===== config.mk =====
export PLATFORM = sky130hd
export DESIGN_NAME = imu_serial_frame_decoder_unit
export DESIGN_NICKNAME = d
export VERILOG_FILES = /design/src/isfd_pkg.sv /design/src/isfd_angle_lane.sv /design/src/imu_serial_frame_decoder_unit.sv
export SDC_FILE = /design/constraint.sdc
export NUM_CORES = 2
export LEC_CHECK = 0
export BUFFER_PORTS_ARGS = -buffer_cell sky130_fd_sc_hd__buf_4
export CAP_MARGIN = 20
export CORE_ASPECT_RATIO = 2
export CORE_MARGIN = 2
export CORE_UTILIZATION = 60
export CTS_BUF_LIST = sky130_fd_sc_hd__clkbuf_2 sky130_fd_sc_hd__clkbuf_4 sky130_fd_sc_hd__clkbuf_8
export DETAILED_ROUTE_END_ITERATION = 16
export GPL_TIMING_DRIVEN = 0
export PLACE_DENSITY = 0.75
export SYNTH_ARGS = -nofsm -noshare
export SYNTH_HDL_FRONTEND = slang
export SYNTH_SLANG_ARGS = --single-unit

===== constraint.sdc =====
create_clock -name clk -period 10.24 [get_ports clk]
set_input_delay 1.024 -clock clk [delete_from_list [all_inputs] [get_ports clk]]
set_output_delay 1.024 -clock clk [all_outputs]
set_load 0.02 [all_outputs]

===== src/isfd_pkg.sv =====
// Shared constants for the IMU serial frame decoder.
package isfd_pkg;

  localparam int FRAME_BYTES = 11;
  localparam int FILL_W = $clog2(FRAME_BYTES + 1);

  localparam logic [7:0] SYNC_BYTE  = 8'h55;
  localparam logic [7:0] TYPE_ACCEL = 8'h51;
  localparam logic [7:0] TYPE_RATE  = 8'h52;
  localparam logic [7:0] TYPE_ANGLE = 8'h53;

  localparam logic [1:0] KIND_ACCEL = 2'd0;
  localparam logic [1:0] KIND_RATE  = 2'd1;
  localparam logic [1:0] KIND_ANGLE = 2'd2;
  localparam logic [1:0] KIND_CLEAR = 2'd3;

  localparam int CFG_IDX_W  = 3;
  localparam int CFG_DATA_W = 24;
  localparam logic [CFG_IDX_W-1:0] REG_OFFSET_X = 3'd0;
  localparam logic [CFG_IDX_W-1:0] REG_OFFSET_Y = 3'd1;
  localparam logic [CFG_IDX_W-1:0] REG_OFFSET_Z = 3'd2;
  localparam logic [CFG_IDX_W-1:0] REG_GAIN_X   = 3'd3;
  localparam logic [CFG_IDX_W-1:0] REG_GAIN_Y   = 3'd4;
  localparam logic [CFG_IDX_W-1:0] REG_GAIN_Z   = 3'd5;
  localparam logic [CFG_IDX_W-1:0] REG_CHANNELS = 3'd6;

  localparam int RAW_W    = 16;
  localparam int OFFSET_W = 24;
  localparam int GAIN_W   = 16;
  localparam int ANGLE_W  = 32;
  localparam int CHAN_W   = 2;

  localparam logic [GAIN_W-1:0] GAIN_RESET     = 16'd256;
  localparam logic [CHAN_W-1:0] CHANNELS_RESET = 2'd3;

  localparam int ANGLE_SCALE = 180;
  localparam int SUM_W       = 26;
  localparam int PROD_W      = SUM_W + GAIN_W;
  localparam int FRAC_BITS   = 8;
  localparam int Q_W         = PROD_W - FRAC_BITS;
  localparam int STEP_W      = $clog2(GAIN_W);

  localparam longint ANGLE_LIMIT = 64'sd1509949440;

endpackage


===== src/isfd_angle_lane.sv =====
// One angle correction lane: scale, offset, bit-serial gain multiply, saturate.
module isfd_angle_lane import isfd_pkg::*; (
  input  logic                       clk,
  input  logic                       rst,
  input  logic                       start,
  input  logic signed [RAW_W-1:0]    raw_word,
  input  logic signed [OFFSET_W-1:0] offset,
  input  logic signed [GAIN_W-1:0]   gain,
  output logic                       done,
  output logic signed [ANGLE_W-1:0]  angle
);

  localparam logic [STEP_W-1:0] STEP_LAST = STEP_W'(GAIN_W - 1);
  localparam logic signed [Q_W-1:0] LIMIT_POS = Q_W'(ANGLE_LIMIT);
  localparam logic signed [Q_W-1:0] LIMIT_NEG = Q_W'(-ANGLE_LIMIT);

  logic signed [SUM_W-1:0]  sum;
  logic signed [PROD_W-1:0] mcand;
  logic signed [PROD_W-1:0] acc;
  logic [GAIN_W-1:0]        mplier;
  logic [STEP_W-1:0]        step;
  logic                     busy;
  logic signed [Q_W-1:0]    q;

  assign sum = SUM_W'(raw_word) * SUM_W'(ANGLE_SCALE) + SUM_W'(offset);

  always_ff @(posedge clk) begin
    if (rst) begin
      busy <= 1'b0;
      step <= '0;
      done <= 1'b0;
    end else begin
      done <= busy && (step == STEP_LAST);
      if (start) begin
        busy <= 1'b1;
        step <= '0;
      end else if (busy) begin
        step <= step + 1'b1;
        if (step == STEP_LAST) begin
          busy <= 1'b0;
        end
      end
    end
  end

  // The gain is walked from its low bit; its top bit carries negative weight.
  always_ff @(posedge clk) begin
    if (start) begin
      mcand  <= PROD_W'(sum);
      mplier <= gain;
      acc    <= '0;
    end else if (busy) begin
      if (mplier[0]) begin
        acc <= (step == STEP_LAST) ? acc - mcand : acc + mcand;
      end
      mcand  <= mcand <<< 1;
      mplier <= mplier >> 1;
    end
  end

  assign q = acc[PROD_W-1:FRAC_BITS];

  always_comb begin
    if (q > LIMIT_POS) begin
      angle = ANGLE_W'(LIMIT_POS);
    end else if (q < LIMIT_NEG) begin
      angle = ANGLE_W'(LIMIT_NEG);
    end else begin
      angle = ANGLE_W'(q);
    end
  end

endmodule


===== src/imu_serial_frame_decoder_unit.sv =====
// Top level of the IMU serial frame decoder: framing, control and result register.
// A byte that yields no result leaves the control idle, so such bytes can follow back to back.
// Acceleration, rate and overrun clear words pass through the emit state into the output register.
// Angle words follow their byte through 16 multiply steps, the lane done flag, write-back and emit.
// The next byte can be taken in the cycle after the result word loads, later if that word waits.
// Synchronous reset empties the frame, zeroes held angles and restores register defaults.
module imu_serial_frame_decoder_unit import isfd_pkg::*; (
  input  logic                         clk,
  input  logic                         rst,
  input  logic                         in_valid,
  output logic                         in_stall,
  input  logic [7:0]                   rx_byte,
  output logic                         out_valid,
  input  logic                         out_stall,
  output logic [1:0]                   frame_kind,
  output logic signed [RAW_W-1:0]      raw_x,
  output logic signed [RAW_W-1:0]      raw_y,
  output logic signed [RAW_W-1:0]      raw_z,
  output logic signed [ANGLE_W-1:0]    angle_out_x,
  output logic signed [ANGLE_W-1:0]    angle_out_y,
  output logic signed [ANGLE_W-1:0]    angle_out_z,
  output logic                         angle_seen,
  input  logic                         cfg_valid,
  output logic                         cfg_ready,
  input  logic [CFG_IDX_W-1:0]         cfg_index,
  input  logic [CFG_DATA_W-1:0]        cfg_data
);

  localparam logic [1:0] ST_IDLE = 2'd0;
  localparam logic [1:0] ST_MUL  = 2'd1;
  localparam logic [1:0] ST_EMIT = 2'd2;

  logic [1:0]                 state;
  logic [FILL_W-1:0]          fill;
  logic [7:0]                 frame [FRAME_BYTES];
  logic signed [RAW_W-1:0]    frame_raw [3];
  logic signed [RAW_W-1:0]    pend_raw [3];
  logic [1:0]                 pend_kind;
  logic signed [ANGLE_W-1:0]  held [3];
  logic                       angle_flag;
  logic signed [OFFSET_W-1:0] offset [3];
  logic signed [GAIN_W-1:0]   gain [3];
  logic [CHAN_W-1:0]          angle_channels;
  logic [2:0]                 lane_done;
  logic signed [ANGLE_W-1:0]  lane_angle [3];

  logic in_accept;
  logic frame_full;
  logic is_sync;
  logic decode_go;
  logic overrun;
  logic lane_start;
  logic out_load;
  logic [7:0] frame_type;

  assign cfg_ready = 1'b1;
  assign in_stall  = (state != ST_IDLE);
  assign in_accept = in_valid && !in_stall;

  // The newest byte sits in frame[0], so frame byte j of a full store is at
  // position FRAME_BYTES-1-j.
  assign frame_full = (fill == FILL_W'(FRAME_BYTES));
  assign is_sync    = (rx_byte == SYNC_BYTE);
  assign decode_go  = in_accept && is_sync && frame_full;
  assign overrun    = in_accept && !is_sync && frame_full;
  assign frame_type = frame[FRAME_BYTES-2];
  assign lane_start = decode_go && (frame_type == TYPE_ANGLE);
  assign out_load   = (state == ST_EMIT) && (!out_valid || !out_stall);

  always_comb begin
    for (int i = 0; i < 3; i++) begin
      frame_raw[i] = {frame[FRAME_BYTES-4-2*i], frame[FRAME_BYTES-3-2*i]};
    end
  end

  // Each lane scales, offsets and multiplies one axis.
  for (genvar g = 0; g < 3; g++) begin : g_lane
    isfd_angle_lane u_lane (
      .clk      (clk),
      .rst      (rst),
      .start    (lane_start),
      .raw_word (frame_raw[g]),
      .offset   (offset[g]),
      .gain     (gain[g]),
      .done     (lane_done[g]),
      .angle    (lane_angle[g])
    );
  end

  // Control state, held angles and configuration registers.
  always_ff @(posedge clk) begin
    if (rst) begin
      state          <= ST_IDLE;
      fill           <= '0;
      angle_flag     <= 1'b0;
      out_valid      <= 1'b0;
      angle_channels <= CHANNELS_RESET;
      for (int i = 0; i < 3; i++) begin
        held[i]   <= '0;
        offset[i] <= '0;
        gain[i]   <= GAIN_RESET;
      end
    end else begin
      if (cfg_valid && cfg_ready) begin
        case (cfg_index)
          REG_OFFSET_X: offset[0] <= cfg_data[OFFSET_W-1:0];
          REG_OFFSET_Y: offset[1] <= cfg_data[OFFSET_W-1:0];
          REG_OFFSET_Z: offset[2] <= cfg_data[OFFSET_W-1:0];
          REG_GAIN_X:   gain[0]   <= cfg_data[GAIN_W-1:0];
          REG_GAIN_Y:   gain[1]   <= cfg_data[GAIN_W-1:0];
          REG_GAIN_Z:   gain[2]   <= cfg_data[GAIN_W-1:0];
          REG_CHANNELS: angle_channels <= cfg_data[CHAN_W-1:0];
          default: ;
        endcase
      end

      // A sync byte or any byte arriving on a full store begins a new frame.
      if (in_accept) begin
        fill <= (is_sync || frame_full) ? FILL_W'(1) : fill + 1'b1;
      end

      if (out_load) begin
        out_valid <= 1'b1;
      end else if (out_valid && !out_stall) begin
        out_valid <= 1'b0;
      end

      case (state)
        ST_IDLE: begin
          if (decode_go) begin
            case (frame_type)
              TYPE_ACCEL: state <= ST_EMIT;
              TYPE_RATE:  state <= ST_EMIT;
              TYPE_ANGLE: state <= ST_MUL;
              default:    state <= ST_IDLE;
            endcase
          end else if (overrun) begin
            for (int i = 0; i < 3; i++) begin
              held[i] <= '0;
            end
            state <= ST_EMIT;
          end
        end
        ST_MUL: begin
          if (&lane_done) begin
            for (int i = 0; i < 3; i++) begin
              if (CHAN_W'(i) < angle_channels) begin
                held[i] <= lane_angle[i];
              end
            end
            angle_flag <= 1'b1;
            state      <= ST_EMIT;
          end
        end
        ST_EMIT: begin
          if (out_load) begin
            state <= ST_IDLE;
          end
        end
        default: state <= ST_IDLE;
      endcase
    end
  end

  // Frame store shift line, pending result fields and the output register.
  always_ff @(posedge clk) begin
    if (in_accept) begin
      frame[0] <= rx_byte;
      for (int i = 1; i < FRAME_BYTES; i++) begin
        frame[i] <= frame[i-1];
      end
    end

    if (decode_go) begin
      case (frame_type)
        TYPE_ACCEL: pend_kind <= KIND_ACCEL;
        TYPE_RATE:  pend_kind <= KIND_RATE;
        default:    pend_kind <= KIND_ANGLE;
      endcase
      for (int i = 0; i < 3; i++) begin
        pend_raw[i] <= frame_raw[i];
      end
    end else if (overrun) begin
      pend_kind <= KIND_CLEAR;
      for (int i = 0; i < 3; i++) begin
        pend_raw[i] <= '0;
      end
    end

    if (out_load) begin
      frame_kind  <= pend_kind;
      raw_x       <= pend_raw[0];
      raw_y       <= pend_raw[1];
      raw_z       <= pend_raw[2];
      angle_out_x <= held[0];
      angle_out_y <= held[1];
      angle_out_z <= held[2];
      angle_seen  <= angle_flag;
    end
  end

`ifndef SYNTH
  a_fill_bound: assert property (@(posedge clk) disable iff (rst)
    fill <= FILL_W'(FRAME_BYTES))
    else $error("frame fill count passed the frame length");

  a_clear_zero: assert property (@(posedge clk) disable iff (rst)
    out_valid && (frame_kind == KIND_CLEAR) |->
      (angle_out_x == 0) && (angle_out_y == 0) && (angle_out_z == 0))
    else $error("overrun clear result carries nonzero angles");

  a_angle_seen: assert property (@(posedge clk) disable iff (rst)
    out_valid && (frame_kind == KIND_ANGLE) |-> angle_seen)
    else $error("angle result without the angle seen flag");

  a_lane_state: assert property (@(posedge clk) disable iff (rst)
    lane_done[0] |-> (state == ST_MUL))
    else $error("angle lane finished outside the multiply state");

  a_lane_start: assert property (@(posedge clk) disable iff (rst)
    lane_start |=> (state == ST_MUL))
    else $error("angle frame did not enter the multiply state");
`endif

endmodule

### After elaboration in Yosys (flattened, before gate mapping)

Memory sizes are Yosys's and may differ from the RTL's. A register that Yosys moved wholly into a read port is not among the register bits.
Index checks and enable logic that the tools add are counted.

* logic and storage cells: 232
* bits in writable memories: 352
* memories: 5
* input port bits: 40
* output and inout bits: 150
* flip-flop bits (word level): 333

* muxes and demuxes: 108
* order comparisons: 9
* multipliers: 3
* $add $sub $neg: 13
* reduce and logical (&&, ||, !) cells: 34
* bitwise gates (word level): 15
* equality and inequality tests: 19

Memory list
* held: depth 3, bits a word 32, rd ports 3, clocked after Yosys merged registers in 3, write ports 3, RTL line imu_serial_frame_decoder_unit.sv:39 `logic signed [ANGLE_W-1:0] held [3];`
* frame: depth 11, bits a word 8, rd ports 10, clocked after Yosys merged registers in 0, write ports 11, RTL line imu_serial_frame_decoder_unit.sv:35 `logic [7:0] frame [FRAME_BYTES];`
* offset: depth 3, bits a word 24, rd ports 3, clocked after Yosys merged registers in 0, write ports 3, RTL line imu_serial_frame_decoder_unit.sv:41 `logic signed [OFFSET_W-1:0] offset [3];`
* gain: depth 3, bits a word 16, rd ports 3, clocked after Yosys merged registers in 0, write ports 3, RTL line imu_serial_frame_decoder_unit.sv:42 `logic signed [GAIN_W-1:0] gain [3];`
* pend_raw: depth 3, bits a word 16, rd ports 3, clocked after Yosys merged registers in 3, write ports 3, RTL line imu_serial_frame_decoder_unit.sv:37 `logic signed [RAW_W-1:0] pend_raw [3];`

Operators by type and width (number)
* $mux 32: 12
* $mux 42: 9
* $mux 16: 12
* $add 42x42->42: 3
* $sub 42x42->42: 3
* $gt 34x32->1 const B: 3
* $lt 34x32->1 const B: 3
* $add 25x24->26: 3
* $mux 24: 3
* $mul 16x7->23 const B: 3
* $mux 1: 62
* $eq 8x7->1 const B: 4
* $add 4x1->4 const B: 4
* $eq 4x4->1 const B: 4
* $or 1x1->1: 15
* $mux 2: 6
* $reduce_bool 2->1: 6
* $logic_and 1x1->1: 11
* $eq 3x3->1 const B: 3
* $pmux 2 s2: 2
* $reduce_and 2->1: 4
* $eq 3x2->1 const B: 2
* $pmux 2 s3: 1
* $reduce_and 3->1: 2
* other kinds (14): 21

### Depth between registers and ports, before layout

* depth after elaboration: 12
* depth in mapped cells: 27
* mapped depth without buffers: 27

### Cells and area by module

Synthesis repeated with hierarchy kept, for this count alone.

* cell total of the unflattened synthesis: 4483
* area total of the unflattened synthesis: 48221.2 um2

By module, submodules not included
* imu_serial_frame_decoder_unit: seq. area each 15004.4 um2, cells an instance 792, times used 1, area each 16784.8 um2
* isfd_angle_lane at g_lane[0].u_lane: seq. area each 2702.6 um2, cells an instance 1239, times used 1, area each 10526.3 um2
* isfd_angle_lane at g_lane[1].u_lane: seq. area each 2702.6 um2, cells an instance 1231, times used 1, area each 10495.1 um2
* isfd_angle_lane at g_lane[2].u_lane: seq. area each 2702.6 um2, cells an instance 1221, times used 1, area each 10415.0 um2

### Worst setup path after synthesis

No wires, ideal clock.

* path type: input to register
* start: input port out_stall
* end: register angle_out_x[0] (read register of held) (enable)
* slack: 1.424 ns
* data arrival time: 8.112 ns
* library setup time: 0.703 ns
* buffers on the path: 0
* data required time: 9.537 ns
* stages: 1
* cells stage by stage: a21oi_1

* longest elaborated chain between the ends: 3

RTL lines
* from (decl): RTL line imu_serial_frame_decoder_unit.sv:14 `input logic out_stall,`
* $logic_not 1->1: RTL line imu_serial_frame_decoder_unit.sv:68 `assign out_load = (state == ST_EMIT) && (!out_valid || !out_stall);`
* $logic_or 1x1->1: RTL line imu_serial_frame_decoder_unit.sv:68
* $logic_and 1x1->1: RTL line imu_serial_frame_decoder_unit.sv:68
* to (decl): RTL line imu_serial_frame_decoder_unit.sv:19 `output logic signed [ANGLE_W-1:0] angle_out_x,`

No other way between the ends.
A chain may end at the register's enable or synchronous reset.

==> impl_metrics.ini <==
[status]
outcome = finished, final reports clean

[clock_network]
htree_levels = 3
cts_tree = yes
cts_inserted_buffers = 112
cts_root_buf = clkbuf_8
clk_pin_slew_ps = 70
clk_latency_ps = 840
clock_sinks = 821
cts.repair.resized = 0
postCtsSetupBuffers = 0
holdBufCountCts = 0
clk_path_buf_depth = 3

[place]
dpl.hpwl_microns = 98900
placed_area_sq_um = 50400
dp_slack_ps = 3330
gp_congestion = 0.962
dp_cells = 5728
port_buffers = 188

[timing]
period_share_pct = 67.5
period_minus_slack_ps = 6910
slew-limit-headroom_pct = 17.6
finalClockSkew_ps = 50.8
finalMaxSlewViolations = 0
rsz0062_at_grt = false
tns_ps = 0
setup_viol = 0
fmax_mhz = 145
fin_hold_ws_ps = 381
worst_pin_slew_ps = 1240
hold_viol = 0
fin_ws_ps = 3330

[finish]
layout.cells.non_filler = 5938
layout_common_cells = 667 x edfxtp_1, 571 x nand2_1, 361 x ha_1
finalNetCount = 5304
synthToLayoutAreaGrowth_pct = 12.4
postLayoutCellArea_sq_um = 53000
multiInputGateArea_sq_um = 22600
seq_area_sq_um = 23100
fin_util_pct = 68.0
drive_gt1_share_pct = 9.39
layout_commonest_cell = edfxtp_1
fillCellCount = 6223

[floorplan]
die_area_sq_um = 81100
fp.dieW_microns = 202
rows = 145
core_area_sq_um = 78000
start_util_pct = 60.5
ios = 190
die_h_microns = 401

[routing]
postRouteAntennaNets = 0
routed_wl_microns = 126000
drtIter0Drc = 2115
firstDrtPassIters = 5
num_vias = 35100
via_per_inst = 5.91
route.detailed.drc = 0
wl_per_cell_microns = 21.3

[global_routing]
gr-total-overflow = 0
gr-usage-all-layers_pct = 31.1
antenna_found_initial = 3
grt_max_degree = 59
first_global_vias = 35100
grt_pass1_wl_microns = 192000

[worst_setup_path]
path_cells = ha_1, ha_1, inv_1, fa_1, fa_1, inv_1, ha_1, o21ai_0, a21boi_0, o21a_1, o211ai_1, a21oi_1, o31ai_1, a21boi_0, ha_1, nand2_1, o21ai_0, a21oi_1, o21ai_0, or4_1, and3_1, nand4b_4, clkbuf_1, nand2_1
cp-start-kind = flop
worst_path_largest_cell_delay_ps = 590
cpMaxStageDelayCell = edfxtp_1
worst-endpoint-required_ps = 10940
worstPathArrival_ps = 7610
end_kind = flop
worstPathMaxFanout = 10
crit_type = reg2reg
crit_top_cell = ha_1

[min_path]
min_path_type = reg2reg

[synth]
syn_nets = 4979
synth-seq-area-share_pct = 49.0
ys.flop_type = edfxtp_1
synthCells = 4488
synth_seq_cells = 821
yosysUniqueCellTypes = 88
avgSynthCellArea_sq_um = 10.5
synth_area_leaders = edfxtp_1 42%, ha_1 9.6%, dfxtp_1 6.5%
ys_warn_count = 0
synth_edf_count = 667
synth.top_cell.area_share_pct = 42.4
syn_area_sq_um = 47200
yosys.area.top_type = edfxtp_1
ys_async_sr_fraction_pct = 0

[power_and_ir_drop]
finalPower_mw = 10.9
pwr_density_cell_nw_per_um2 = 205
peakVddDrop_v = 0.000142
p_leak_nw = 22.1

[job]
maxCapViolations = 0
-- layer usage --
metal | part of all wire, % | vias up | global-route usage, %
met5 | 0 | - | 0
met4 | 8.5 | 0 | 23.2
met3 | 4.9 | 444 | 4.79
met2 | 51 | 1085 | 55.8
met1 | 35 | 16900 | 32.5
li1 | - | 16700 | -
-- Yosys cell counts (all sizes together), types with 9 or more instances --
cell    number
mux2i       23
nor3b       11
xnor2      182
o41ai       12
nor3        72
a41oi        9
dfxtp      154
o31ai       41
buf         12
a211oi      39
and2       141
a21o       106
nor2       266
o211ai      15
xor2       148
nand2b      47
clkbuf     121
nor4        36
o21bai      31
a211o        9
nor4b        9
edfxtp     667
a21oi      324
nand4       26
o21ai      266
a21boi      13
nand3      105
or4         17
a31oi       23
ha         361
o21a        34
and3        34
nand2      571
o31a         9
or3         35
inv        297
nor2b       53
fa          90
-- worst max-delay path: cells and delay by family (launching register included) --
family	cells	cell delay, ps
buf+inv	3	380
simple gates	5	1120
compound gates	10	2320
flops	1	590
fa+ha+maj	6	2370
-- final timing paths --
path                                                 from                                    to  slack (ps)  cells after the start
worst max-delay path                frame[6][4]$_DFFE_PP_  g_lane[1].u_lane.mcand[33]$_DFFE_PP_        3330                     24
worst min-delay path            held[0][26]$_SDFFCE_PN0P_             angle_out_x[26]$_DFFE_PP_         380                      0
worst max register to register      frame[6][4]$_DFFE_PP_  g_lane[1].u_lane.mcand[33]$_DFFE_PP_        3330                     24
worst min register to register  held[0][26]$_SDFFCE_PN0P_             angle_out_x[26]$_DFFE_PP_         380                      0
-- sequential cells by signal, indices dropped and copies added, names as in the netlist, 48 cells and up --
name                  cells
g_lane.u_lane.mcand     126
frame                    80
held                     96
pend_raw                 48
offset                   72
gain                     48
g_lane.u_lane.mplier     48
g_lane.u_lane.acc       126
-- kinds of logic (layout without fill, tap and decap cells) --
| logic type | count (synthesis) | in the layout | share of synthesized area, % |
|---|---|---|---|
| and+or+nand+nor | 1450 | 1450 | 14.7 |
| AOI/OAI and AO/OA | 981 | 981 | 12.8 |
| DFF | 821 | 821 | 49.0 |
| adders and majority gates | 451 | 451 | 13.4 |
| buffers and inverters | 430 | 850 | 3.44 |
| xor gates and xnor gates | 330 | 330 | 6.14 |
| muxes | 24 | 24 | 0.512 |
| other | 1 | 2 | 0.00795 |
-- area by class of cell --
type,count,share of cell area (%)
inverters,297,2.10
repair buffers,211,3.44
clock buffers,145,3.48
flip-flops and latches,821,43.6
multi-input cells,3237,42.5
well taps,1029,2.43
clock inverters,64,1.48
diodes,1,0.00472
plain buffers,133,0.958
-- where the power goes --
part	total [mW]	switching, mW	internal [mW]
combinational	4.02	2.33	1.69
sequential	3.92	0.172	3.74
clock	2.93	1.33	1.60
No activity file was read; power rests on OpenSTA's default activity.
